<file path="src/hw/rtl/msa_pkg.sv">
// ----------------------------------------------------------------------------
// msa_pkg - shared definitions for the multi-stack unit
// Command, status and register index codes, reset values, lane control type.
// ----------------------------------------------------------------------------
`default_nettype none

package msa_pkg;

	// build defaults
	localparam int NUM_STACKS_DEF  = 4;
	localparam int STACK_DEPTH_DEF = 8;
	localparam int VALUE_BITS_DEF  = 32;

	// command codes (code 3 behaves as a peek)
	localparam logic [1:0] CMD_PUSH = 2'd0;
	localparam logic [1:0] CMD_POP  = 2'd1;
	localparam logic [1:0] CMD_PEEK = 2'd2;

	// result status codes
	localparam logic [1:0] ST_OK        = 2'd0;
	localparam logic [1:0] ST_OVERFLOW  = 2'd1;
	localparam logic [1:0] ST_UNDERFLOW = 2'd2;
	localparam logic [1:0] ST_BAD_ID    = 2'd3;

	// configuration register indexes
	localparam logic REG_STACK_CAPACITY = 1'b0;
	localparam logic REG_STACKS_IN_USE  = 1'b1;

	localparam logic [3:0] CAP_RESET  = 4'd8;
	localparam logic [2:0] USED_RESET = 3'd4;

	// per-lane shift control
	typedef struct packed {
		logic push;
		logic pop;
	} msa_lane_op_t;

endpackage

`default_nettype wire

</file>
<file path="src/hw/rtl/multi_stack_shared_array_unit.sv">
// ----------------------------------------------------------------------------
// multi_stack_shared_array_unit - several bounded stacks in one cell array
// Push, pop or peek on a selected stack; one result transaction per request.
// ----------------------------------------------------------------------------
// The result of an accepted request enters the output register next cycle.
// Throughput: 1 transaction per cycle while unstalled; each stack is a shift
//   chain whose top sits in cell 0, so no result waits on a storage read.
// s_tready drops only while a result is held and m_tready is low.
// Reset (arst_n low, async): all counts zero, output empty, registers at
//   capacity 8 and 4 stacks in use. Cell contents are not reset.
// ----------------------------------------------------------------------------
`default_nettype none

module multi_stack_shared_array_unit
	import msa_pkg::*;
#(
	parameter int NUM_STACKS  = NUM_STACKS_DEF,
	parameter int STACK_DEPTH = STACK_DEPTH_DEF,
	parameter int VALUE_BITS  = VALUE_BITS_DEF
) (
	input  wire logic        clk,
	input  wire logic        arst_n,
	// configuration write port
	input  wire logic        cfg_we,
	input  wire logic        cfg_index,
	input  wire logic [3:0]  cfg_wdata,
	// request stream
	input  wire logic        s_tvalid,
	output logic             s_tready,
	input  wire logic [39:0] s_tdata,   // cmd[1:0], stack_id[3:2], push_value[35:4], pad
	// result stream
	output logic             m_tvalid,
	input  wire logic        m_tready,
	output logic      [39:0] m_tdata    // status[1:0], top_value[33:2], top_valid[34],
	                                    // stack_count[38:35], is_empty[39]
);

	localparam int CNT_W = $clog2(STACK_DEPTH + 1);
	localparam int CMP_W = (CNT_W > 4) ? CNT_W : 4;

	// ---------------- configuration registers ----------------
	logic [3:0] stack_capacity_q;
	logic [2:0] stacks_in_use_q;

	always_ff @(posedge clk or negedge arst_n) begin
		if (!arst_n) begin
			stack_capacity_q <= CAP_RESET;
			stacks_in_use_q  <= USED_RESET;
		end else if (cfg_we) begin
			case (cfg_index)
				REG_STACK_CAPACITY: stack_capacity_q <= cfg_wdata;
				REG_STACKS_IN_USE:  stacks_in_use_q  <= cfg_wdata[2:0];
				default: ;
			endcase
		end
	end

	// ---------------- request decode ----------------
	logic [1:0]  in_cmd;
	logic [1:0]  in_id;
	logic [31:0] in_val;
	logic [63:0] in_sx;
	logic [VALUE_BITS-1:0] push_data;

	assign in_cmd    = s_tdata[1:0];
	assign in_id     = s_tdata[3:2];
	assign in_val    = s_tdata[35:4];
	// sign-extend, then keep the stored width
	assign in_sx     = {{32{in_val[31]}}, in_val};
	assign push_data = in_sx[VALUE_BITS-1:0];

	logic accept;
	assign accept = s_tvalid && s_tready;

	// ---------------- lanes ----------------
	logic [CNT_W-1:0]      lane_cnt  [NUM_STACKS];
	logic [VALUE_BITS-1:0] lane_top0 [NUM_STACKS];
	logic [VALUE_BITS-1:0] lane_top1 [NUM_STACKS];
	msa_lane_op_t          lane_op   [NUM_STACKS];

	// selected-lane view
	logic                  id_ok;
	logic [CNT_W-1:0]      sel_cnt;
	logic [VALUE_BITS-1:0] sel_top0;
	logic [VALUE_BITS-1:0] sel_top1;
	logic [CMP_W-1:0]      eff_cap;
	logic                  is_push;
	logic                  is_pop;
	logic                  push_ok;
	logic                  pop_ok;
	logic [1:0]            res_status;
	logic [CNT_W-1:0]      new_cnt;
	logic [VALUE_BITS-1:0] new_top;
	logic [63:0]           new_top_wide;
	logic [31:0]           res_top;
	logic [3:0]            res_count;
	logic                  res_valid;
	logic                  res_empty;

	always_comb begin
		sel_cnt  = '0;
		sel_top0 = '0;
		sel_top1 = '0;
		for (int i = 0; i < NUM_STACKS; i++) begin
			if (5'(in_id) == 5'(i)) begin
				sel_cnt  = sel_cnt  | lane_cnt[i];
				sel_top0 = sel_top0 | lane_top0[i];
				sel_top1 = sel_top1 | lane_top1[i];
			end
		end
	end

	always_comb begin
		// capacity clamped to the build depth
		eff_cap = (CMP_W'(stack_capacity_q) < CMP_W'(STACK_DEPTH)) ?
			CMP_W'(stack_capacity_q) : CMP_W'(STACK_DEPTH);
		id_ok   = (5'(in_id) < 5'(stacks_in_use_q)) && (5'(in_id) < 5'(NUM_STACKS));
		is_push = (in_cmd == CMD_PUSH);
		is_pop  = (in_cmd == CMD_POP);
		push_ok = id_ok && is_push && (CMP_W'(sel_cnt) < eff_cap);
		pop_ok  = id_ok && is_pop && (sel_cnt != '0);

		if (!id_ok) begin
			res_status = ST_BAD_ID;
		end else if (is_push && !push_ok) begin
			res_status = ST_OVERFLOW;
		end else if (is_pop && !pop_ok) begin
			res_status = ST_UNDERFLOW;
		end else begin
			res_status = ST_OK;
		end

		if (push_ok) begin
			new_cnt = sel_cnt + CNT_W'(1);
			new_top = push_data;
		end else if (pop_ok) begin
			new_cnt = sel_cnt - CNT_W'(1);
			new_top = sel_top1;
		end else begin
			new_cnt = sel_cnt;
			new_top = sel_top0;
		end
		new_top_wide = 64'(new_top);

		// rejected id reports all-zero fields
		if (!id_ok) begin
			res_top   = '0;
			res_count = '0;
			res_valid = 1'b0;
			res_empty = 1'b0;
		end else begin
			res_valid = (new_cnt != '0);
			res_empty = (new_cnt == '0);
			res_count = 4'(new_cnt);
			res_top   = res_valid ? new_top_wide[31:0] : 32'd0;
		end
	end

	for (genvar i = 0; i < NUM_STACKS; i++) begin : g_lane
		logic sel;
		assign sel             = (5'(in_id) == 5'(i));
		assign lane_op[i].push = accept && push_ok && sel;
		assign lane_op[i].pop  = accept && pop_ok && sel;

		msa_lane #(
			.DEPTH (STACK_DEPTH),
			.VW    (VALUE_BITS),
			.CNT_W (CNT_W)
		) u_lane (
			.clk       (clk),
			.arst_n    (arst_n),
			.op        (lane_op[i]),
			.push_data (push_data),
			.count     (lane_cnt[i]),
			.top0      (lane_top0[i]),
			.top1      (lane_top1[i])
		);
	end

	// ---------------- output register ----------------
	// takes a new result when it is empty or when the old one leaves in the same cycle
	logic        out_valid_q;
	logic [39:0] out_data_q;

	assign s_tready = !out_valid_q || m_tready;

	always_ff @(posedge clk or negedge arst_n) begin
		if (!arst_n) begin
			out_valid_q <= 1'b0;
		end else if (s_tready) begin
			out_valid_q <= s_tvalid;
		end
	end

	always_ff @(posedge clk) begin
		if (accept) begin
			out_data_q <= {res_empty, res_count, res_valid, res_top, res_status};
		end
	end

	assign m_tvalid = out_valid_q;
	assign m_tdata  = out_data_q;

	// ---------------- assertions ----------------
	// a held result must block new requests
	assert property (@(posedge clk) disable iff (!arst_n)
		(m_tvalid && !m_tready) |-> !s_tready)
		else $error("request taken while result stalled");

	// an in-use stack reports empty exactly when it has no valid top
	assert property (@(posedge clk) disable iff (!arst_n)
		(m_tvalid && (m_tdata[1:0] != ST_BAD_ID)) |-> (m_tdata[39] != m_tdata[34]))
		else $error("is_empty and top_valid disagree");

	// rejected stack id carries zero fields
	assert property (@(posedge clk) disable iff (!arst_n)
		(m_tvalid && (m_tdata[1:0] == ST_BAD_ID)) |-> (m_tdata[39:2] == '0))
		else $error("bad-id result has nonzero fields");

	// an overflow leaves the stack at or above capacity, never empty unless capacity is zero
	assert property (@(posedge clk) disable iff (!arst_n)
		(m_tvalid && (m_tdata[1:0] == ST_OVERFLOW) && (stack_capacity_q != 4'd0))
		|-> m_tdata[34])
		else $error("overflow on a stack with no entries");

endmodule

`default_nettype wire

</file>
<file path="src/hw/rtl/msa_cell.sv">
// ----------------------------------------------------------------------------
// msa_cell - one storage slot of a shift stack
// Loads from the slot above on push, from the slot below on pop.
// ----------------------------------------------------------------------------
`default_nettype none

module msa_cell #(
	parameter int VW = 32
) (
	input  wire logic          clk,
	input  wire logic          shift_dn,
	input  wire logic          shift_up,
	input  wire logic [VW-1:0] from_above,
	input  wire logic [VW-1:0] from_below,
	output logic      [VW-1:0] value
);

	logic [VW-1:0] value_q;

	always_ff @(posedge clk) begin
		if (shift_dn) begin
			value_q <= from_above;
		end else if (shift_up) begin
			value_q <= from_below;
		end
	end

	assign value = value_q;

endmodule

`default_nettype wire

</file>
<file path="src/hw/rtl/msa_lane.sv">
// ----------------------------------------------------------------------------
// msa_lane - one stack as a chain of cells
// Cell 0 is the top of stack; a push shifts down, a pop shifts up.
// ----------------------------------------------------------------------------
`default_nettype none

module msa_lane
	import msa_pkg::*;
#(
	parameter int DEPTH = STACK_DEPTH_DEF,
	parameter int VW    = VALUE_BITS_DEF,
	parameter int CNT_W = $clog2(STACK_DEPTH_DEF + 1)
) (
	input  wire logic             clk,
	input  wire logic             arst_n,
	input  wire msa_lane_op_t     op,
	input  wire logic [VW-1:0]    push_data,
	output logic      [CNT_W-1:0] count,
	output logic      [VW-1:0]    top0,
	output logic      [VW-1:0]    top1
);

	logic [VW-1:0]    val [DEPTH];
	logic [CNT_W-1:0] count_q;

	for (genvar k = 0; k < DEPTH; k++) begin : g_cell
		logic [VW-1:0] above;
		logic [VW-1:0] below;
		if (k == 0) begin : g_first
			assign above = push_data;
		end else begin : g_mid
			assign above = val[k-1];
		end
		if (k == DEPTH - 1) begin : g_last
			assign below = '0;
		end else begin : g_inner
			assign below = val[k+1];
		end
		msa_cell #(.VW(VW)) u_cell (
			.clk        (clk),
			.shift_dn   (op.push),
			.shift_up   (op.pop),
			.from_above (above),
			.from_below (below),
			.value      (val[k])
		);
	end

	// caller only issues legal pushes and pops
	always_ff @(posedge clk or negedge arst_n) begin
		if (!arst_n) begin
			count_q <= '0;
		end else if (op.push) begin
			count_q <= count_q + CNT_W'(1);
		end else if (op.pop) begin
			count_q <= count_q - CNT_W'(1);
		end
	end

	assign count = count_q;
	assign top0  = val[0];

	if (DEPTH > 1) begin : g_top1
		assign top1 = val[1];
	end else begin : g_no_top1
		assign top1 = '0;
	end

endmodule

`default_nettype wire
</file>
<file path="config.mk">
export PLATFORM = sky130hd
export DESIGN_NAME = multi_stack_shared_array_unit
export DESIGN_NICKNAME = d
export VERILOG_FILES = /design/src/hw/rtl/msa_pkg.sv /design/src/hw/rtl/multi_stack_shared_array_unit.sv /design/src/hw/rtl/msa_cell.sv /design/src/hw/rtl/msa_lane.sv
export SDC_FILE = /design/constraint.sdc
export NUM_CORES = 2
export LEC_CHECK = 0
export ABC_AREA = 1
export BUFFER_PORTS_ARGS = -buffer_cell sky130_fd_sc_hd__buf_2
export CAP_MARGIN = 40
export CORE_MARGIN = 5
export CORE_UTILIZATION = 40
export CTS_CLUSTER_SIZE = 30
export DETAILED_ROUTE_END_ITERATION = 10
export PLACE_DENSITY = 0.64
export SYNTH_ARGS = -nofsm -noshare
export SYNTH_HDL_FRONTEND = slang
export SYNTH_SLANG_ARGS = --single-unit
</file>
<file path="constraint.sdc">
create_clock -name clk -period 7.5 [get_ports clk]
set_clock_uncertainty 0.15 [all_clocks]
set_input_delay 1.5 -clock clk [delete_from_list [all_inputs] [get_ports clk]]
set_output_delay 1.5 -clock clk [all_outputs]
set_load 0.01 [all_outputs]
</file>
==> flow_summary_export.csv <==
group,metric,value,unit
synthesis,synthesis.nets,4646,
layout,utilization,0.449,
critical_path,crit_slowest_cell,"inv_8",
place,routabilityCongestion,0.754,
sta,worst_pin_slew,0.902,ns
floorplanning,fp.coreArea,118000,µm²
sta,timing.final.crit_share,0.686,
global_route,groute.usage.overall,0.159,
critical_path,worstPathCellList,"buf_2 -> nand2_2 -> inv_2 -> nand2_1 -> nand2_1 -> nor2_4 -> inv_1 -> ha_1 -> nand2_1 -> nand3b_1 -> nor2_1 -> nand4_1 -> inv_8 -> buf_4 -> o21ai_0",
critical_path,r2r_cells,12,
clocking,tritoncts,"built",
synthesis,synth_edf_count,1064,
critical_path,crit_start,"s_tdata[3]",
critical_path,slowest_delay,0.77,ns
drt,wl_met1,47200,µm
drt,drcViolationCount,0,
floorplanning,rows,126,
critical_path,path_delay_family,"buffers and inverters",
critical_path,path_depth,15,
power,p_leak,21.3,nW
floorplanning,initial_core_util,0.403,
synthesis,syn-cell-area,47500,µm²
layout,drive_above_1_share,0.0756,
critical_path,critPathBufInv,5,
clocking,insertion_delay,0.70,ns
clocking,clockBufferDepth,3,
drt,highest_layer,"met5",
clocking,clk_pin_slew,0.06,ns
clocking,htreeDepth,3,
synthesis,yosys_warnings,0,
power,ir_drop,211,µV
power,power_density,256,nW/µm²
sta,max_slew_margin,0.399,
critical_path,required,7.77,ns
sta,hold_ws,0.346,ns
drt,dr.pass1.iters,6,
synthesis,synth.avg_cell_area,10.4,µm²
critical_path,cp-end-kind,"flop",
job,drv_cap,0,
floorplanning,die_y,355,µm
critical_path,start_kind,"input port",
synthesis,ys.flop_type,"edfxtp_1",
synthesis,yosysTopAreaCellShare,0.672,
clocking,postCtsSetupRepairBufs,0,
floorplanning,die_area,126000,µm²
drt,wl,101000,µm
critical_path,rrSetupSlack,3.29,ns
sta,slew_violations,0,
global_route,grt_overflow,0,
synthesis,yosysUniqueCellTypes,39,
critical_path,path_max_fanout,129,
floorplanning,die_w,355,µm
drt,antenna_left,0,
sta,layout_min_cycle_time,5.15,ns
sta,tns,0,ns
clocking,cts_buffers,110,
global_route,antenna_found_initial,12,
layout,area_delta_synth_final,11.6,%
clocking,ctsResizeCount,0,
clocking,hold_buffers,0,
sta,timing.fmax,194,MHz
critical_path,critPathArrivalTime,5.41,ns
place,dp_hpwl,59300,µm
worst_hold_path,hold_class,"reg -> reg",
sta,setup_viol_count_final,0,
sta,rsz0062_at_grt,"no",
synthesis,seq_area_frac_synth,0.685,
drt,route.met3.wl,7190,µm
global_route,grt_pass1_wl,162000,µm
drt,drt_iter0_markers,3217,
drt,wl_met2,44900,µm
drt,vias,31300,
sta,hold_viol,0,
synthesis,synth-seq-cells,1088,
critical_path,crit_type,"in -> reg",
floorplanning,top_level_ports,92,
synthesis,ys_async_sr_fraction,0.0221,
critical_path,crit_path_end,"g_lane[2].u_lane.g_cell[5].u_cell.value[24]",
place,place.port_buffers,87,
critical_path,critPathMostFrequentCell,"nand2_1",
synthesis,synthCells,4581,
synthesis,synth.area.top_cells,"edfxtp_1 67%, nand2_1 14%, o21ai_0 4.5%",
global_route,grt_pass1_vias,29600,
global_route,grt_max_degree,156,
drt,via_per_inst,5.02,
clocking,cts-root-buf,"clkbuf_16",
layout,nNetsFinal,4651,
critical_path,r2r-start,"g_lane[1].u_lane.count[3]",
critical_path,reg2reg_to,"g_lane[2].u_lane.g_cell[5].u_cell.value[24]",
drt,avgRoutedWirePerCell,16.3,µm
clocking,clock-sinks,1088,
status,status,"completed",
synthesis,synth_area_leader_cell,"edfxtp_1",
==> through the flow <==
| stage | instance area (µm²) | setup WS (ns) | instances | power [W] |
|---|---|---|---|---|
| after floorplan | 47500 | 0.179 | 4581 | 0.00791 |
| after global placement | 49400 | 1.58 | 6008 | 0.00825 |
| after detailed placement | 49500 | 1.61 | 6010 | 0.00828 |
| after CTS | 53000 | 2.35 | 6218 | 0.0137 |
| after global routing | 53000 | 2.07 | 6218 | 0.0141 |
| final | 53000 | 2.35 | 6223 | 0.0136 |
==> how the worst min path moves through the flow <==
stage                              startpoint                        end  cells past startpoint  slack, ns
detailed placement        stack_capacity_q[1]        stack_capacity_q[1]                      2       0.32
global placement    g_lane[3].u_lane.count[3]  g_lane[3].u_lane.count[3]                      1       0.31
floorplan           g_lane[3].u_lane.count[3]  g_lane[3].u_lane.count[3]                      1       0.30
finish                    stack_capacity_q[0]        stack_capacity_q[0]                      2       0.35
global route        g_lane[3].u_lane.count[3]  g_lane[3].u_lane.count[3]                      1       0.38
CTS                       stack_capacity_q[0]        stack_capacity_q[0]                      2       0.35
==> report_power, final <==
part / switching (W) / internal [W]
logic: 0.000775 / 0.000354
clock network: 0.00233 / 0.00311
registers: 0.000115 / 0.00690
total: 0.00322 / 0.0104
==> worst register-to-register path, cell delays in order, from the launching register on <==
cell      delay (ns)
dfrtp_1         0.41
inv_1           0.07
o22ai_1         0.12
nor2_4          0.16
inv_1           0.09
ha_1            0.30
nand2_1         0.07
nand3b_1        0.07
nor2_1          0.36
nand4_1         0.63
inv_8           0.78
buf_4           0.55
o21ai_0         0.17
==> sequential cells by signal, indices dropped and copies added, names as in the netlist <==
register	flops
m_tvalid	1
stack_capacity_q	4
g_lane.u_lane.count	16
stacks_in_use_q	3
m_tdata	40
g_lane.u_lane.g_cell.u_cell.value	1024
==> cell usage in the layout (no fill, tap or decap), types with 4 or more instances in the layout <==
cell / count
a21oi_1: 119
a221oi_1: 32
a22o_1: 6
buf_12: 19
buf_2: 87
buf_4: 40
bufinv_16: 10
clkbuf_1: 27
clkbuf_16: 113
clkinv_1: 20
clkinv_2: 31
dfrtp_1: 22
diode_2: 5
edfxtp_1: 1064
ha_1: 14
inv_1: 382
inv_2: 5
inv_6: 5
mux2_2: 6
nand2_1: 1794
nand2_2: 5
nand2_8: 4
nand3_1: 28
nand4_1: 6
nor2_1: 259
nor2_2: 11
nor2_4: 4
o2111ai_1: 10
o211ai_1: 29
o21ai_0: 427
o21ai_1: 17
o22ai_1: 48
xnor2_1: 6
xor2_1: 9
==> synthesized netlist by cell type, types with 6 or more instances <==
| library cell | number |
|---|---|
| a21oi_1 | 119 |
| edfxtp_1 | 1064 |
| a22o_1 | 6 |
| o2111ai_1 | 10 |
| mux2_2 | 6 |
| nor2_2 | 11 |
| nor2_1 | 259 |
| dfrtp_1 | 22 |
| xnor2_1 | 6 |
| xor2_1 | 9 |
| a221oi_1 | 32 |
| nand4_1 | 6 |
| inv_1 | 384 |
| o22ai_1 | 48 |
| clkbuf_1 | 75 |
| o211ai_1 | 29 |
| ha_1 | 14 |
| nand3_1 | 28 |
| o21ai_0 | 427 |
| buf_2 | 171 |
| o21ai_1 | 17 |
| nand2_1 | 1797 |
==> cell families after synthesis <==
family	Yosys count	synth area share
AO/OA/AOI/OAI	693	0.0799
multiplexers	6	0.00142
XOR/XNOR	15	0.00276
flip-flops	1088	0.685
adder cells (fa/ha/maj)	15	0.00411
AND/OR/NAND/NOR	2119	0.171
buffers and inverters	645	0.0561
==> cell type report <==
| type | instances | area, µm² |
|---|---|---|
| Clock buffer | 140 | 2930 |
| Inverter | 391 | 1490 |
| Timing Repair Buffer | 147 | 1140 |
| Multi-Input combinational cell | 2848 | 12400 |
| Antenna cell | 5 | 12.5 |
| Fill cell | 10900 | 65000 |
| Clock inverter | 68 | 603 |
| Sequential cell | 1088 | 32600 |
| Tap cell | 1536 | 1920 |
==> metal layers <==
| metal | up-vias | GRT usage |
|---|---|---|
| met1 | 15000 | 0.229 |
| met4 | 8 | 0.0407 |
| met2 | 816 | 0.245 |
| li1 | 15300 | - |
| met3 | 145 | 0.0335 |
| met5 | - | 0 |
No activity file was read; power rests on OpenSTA's default activity.
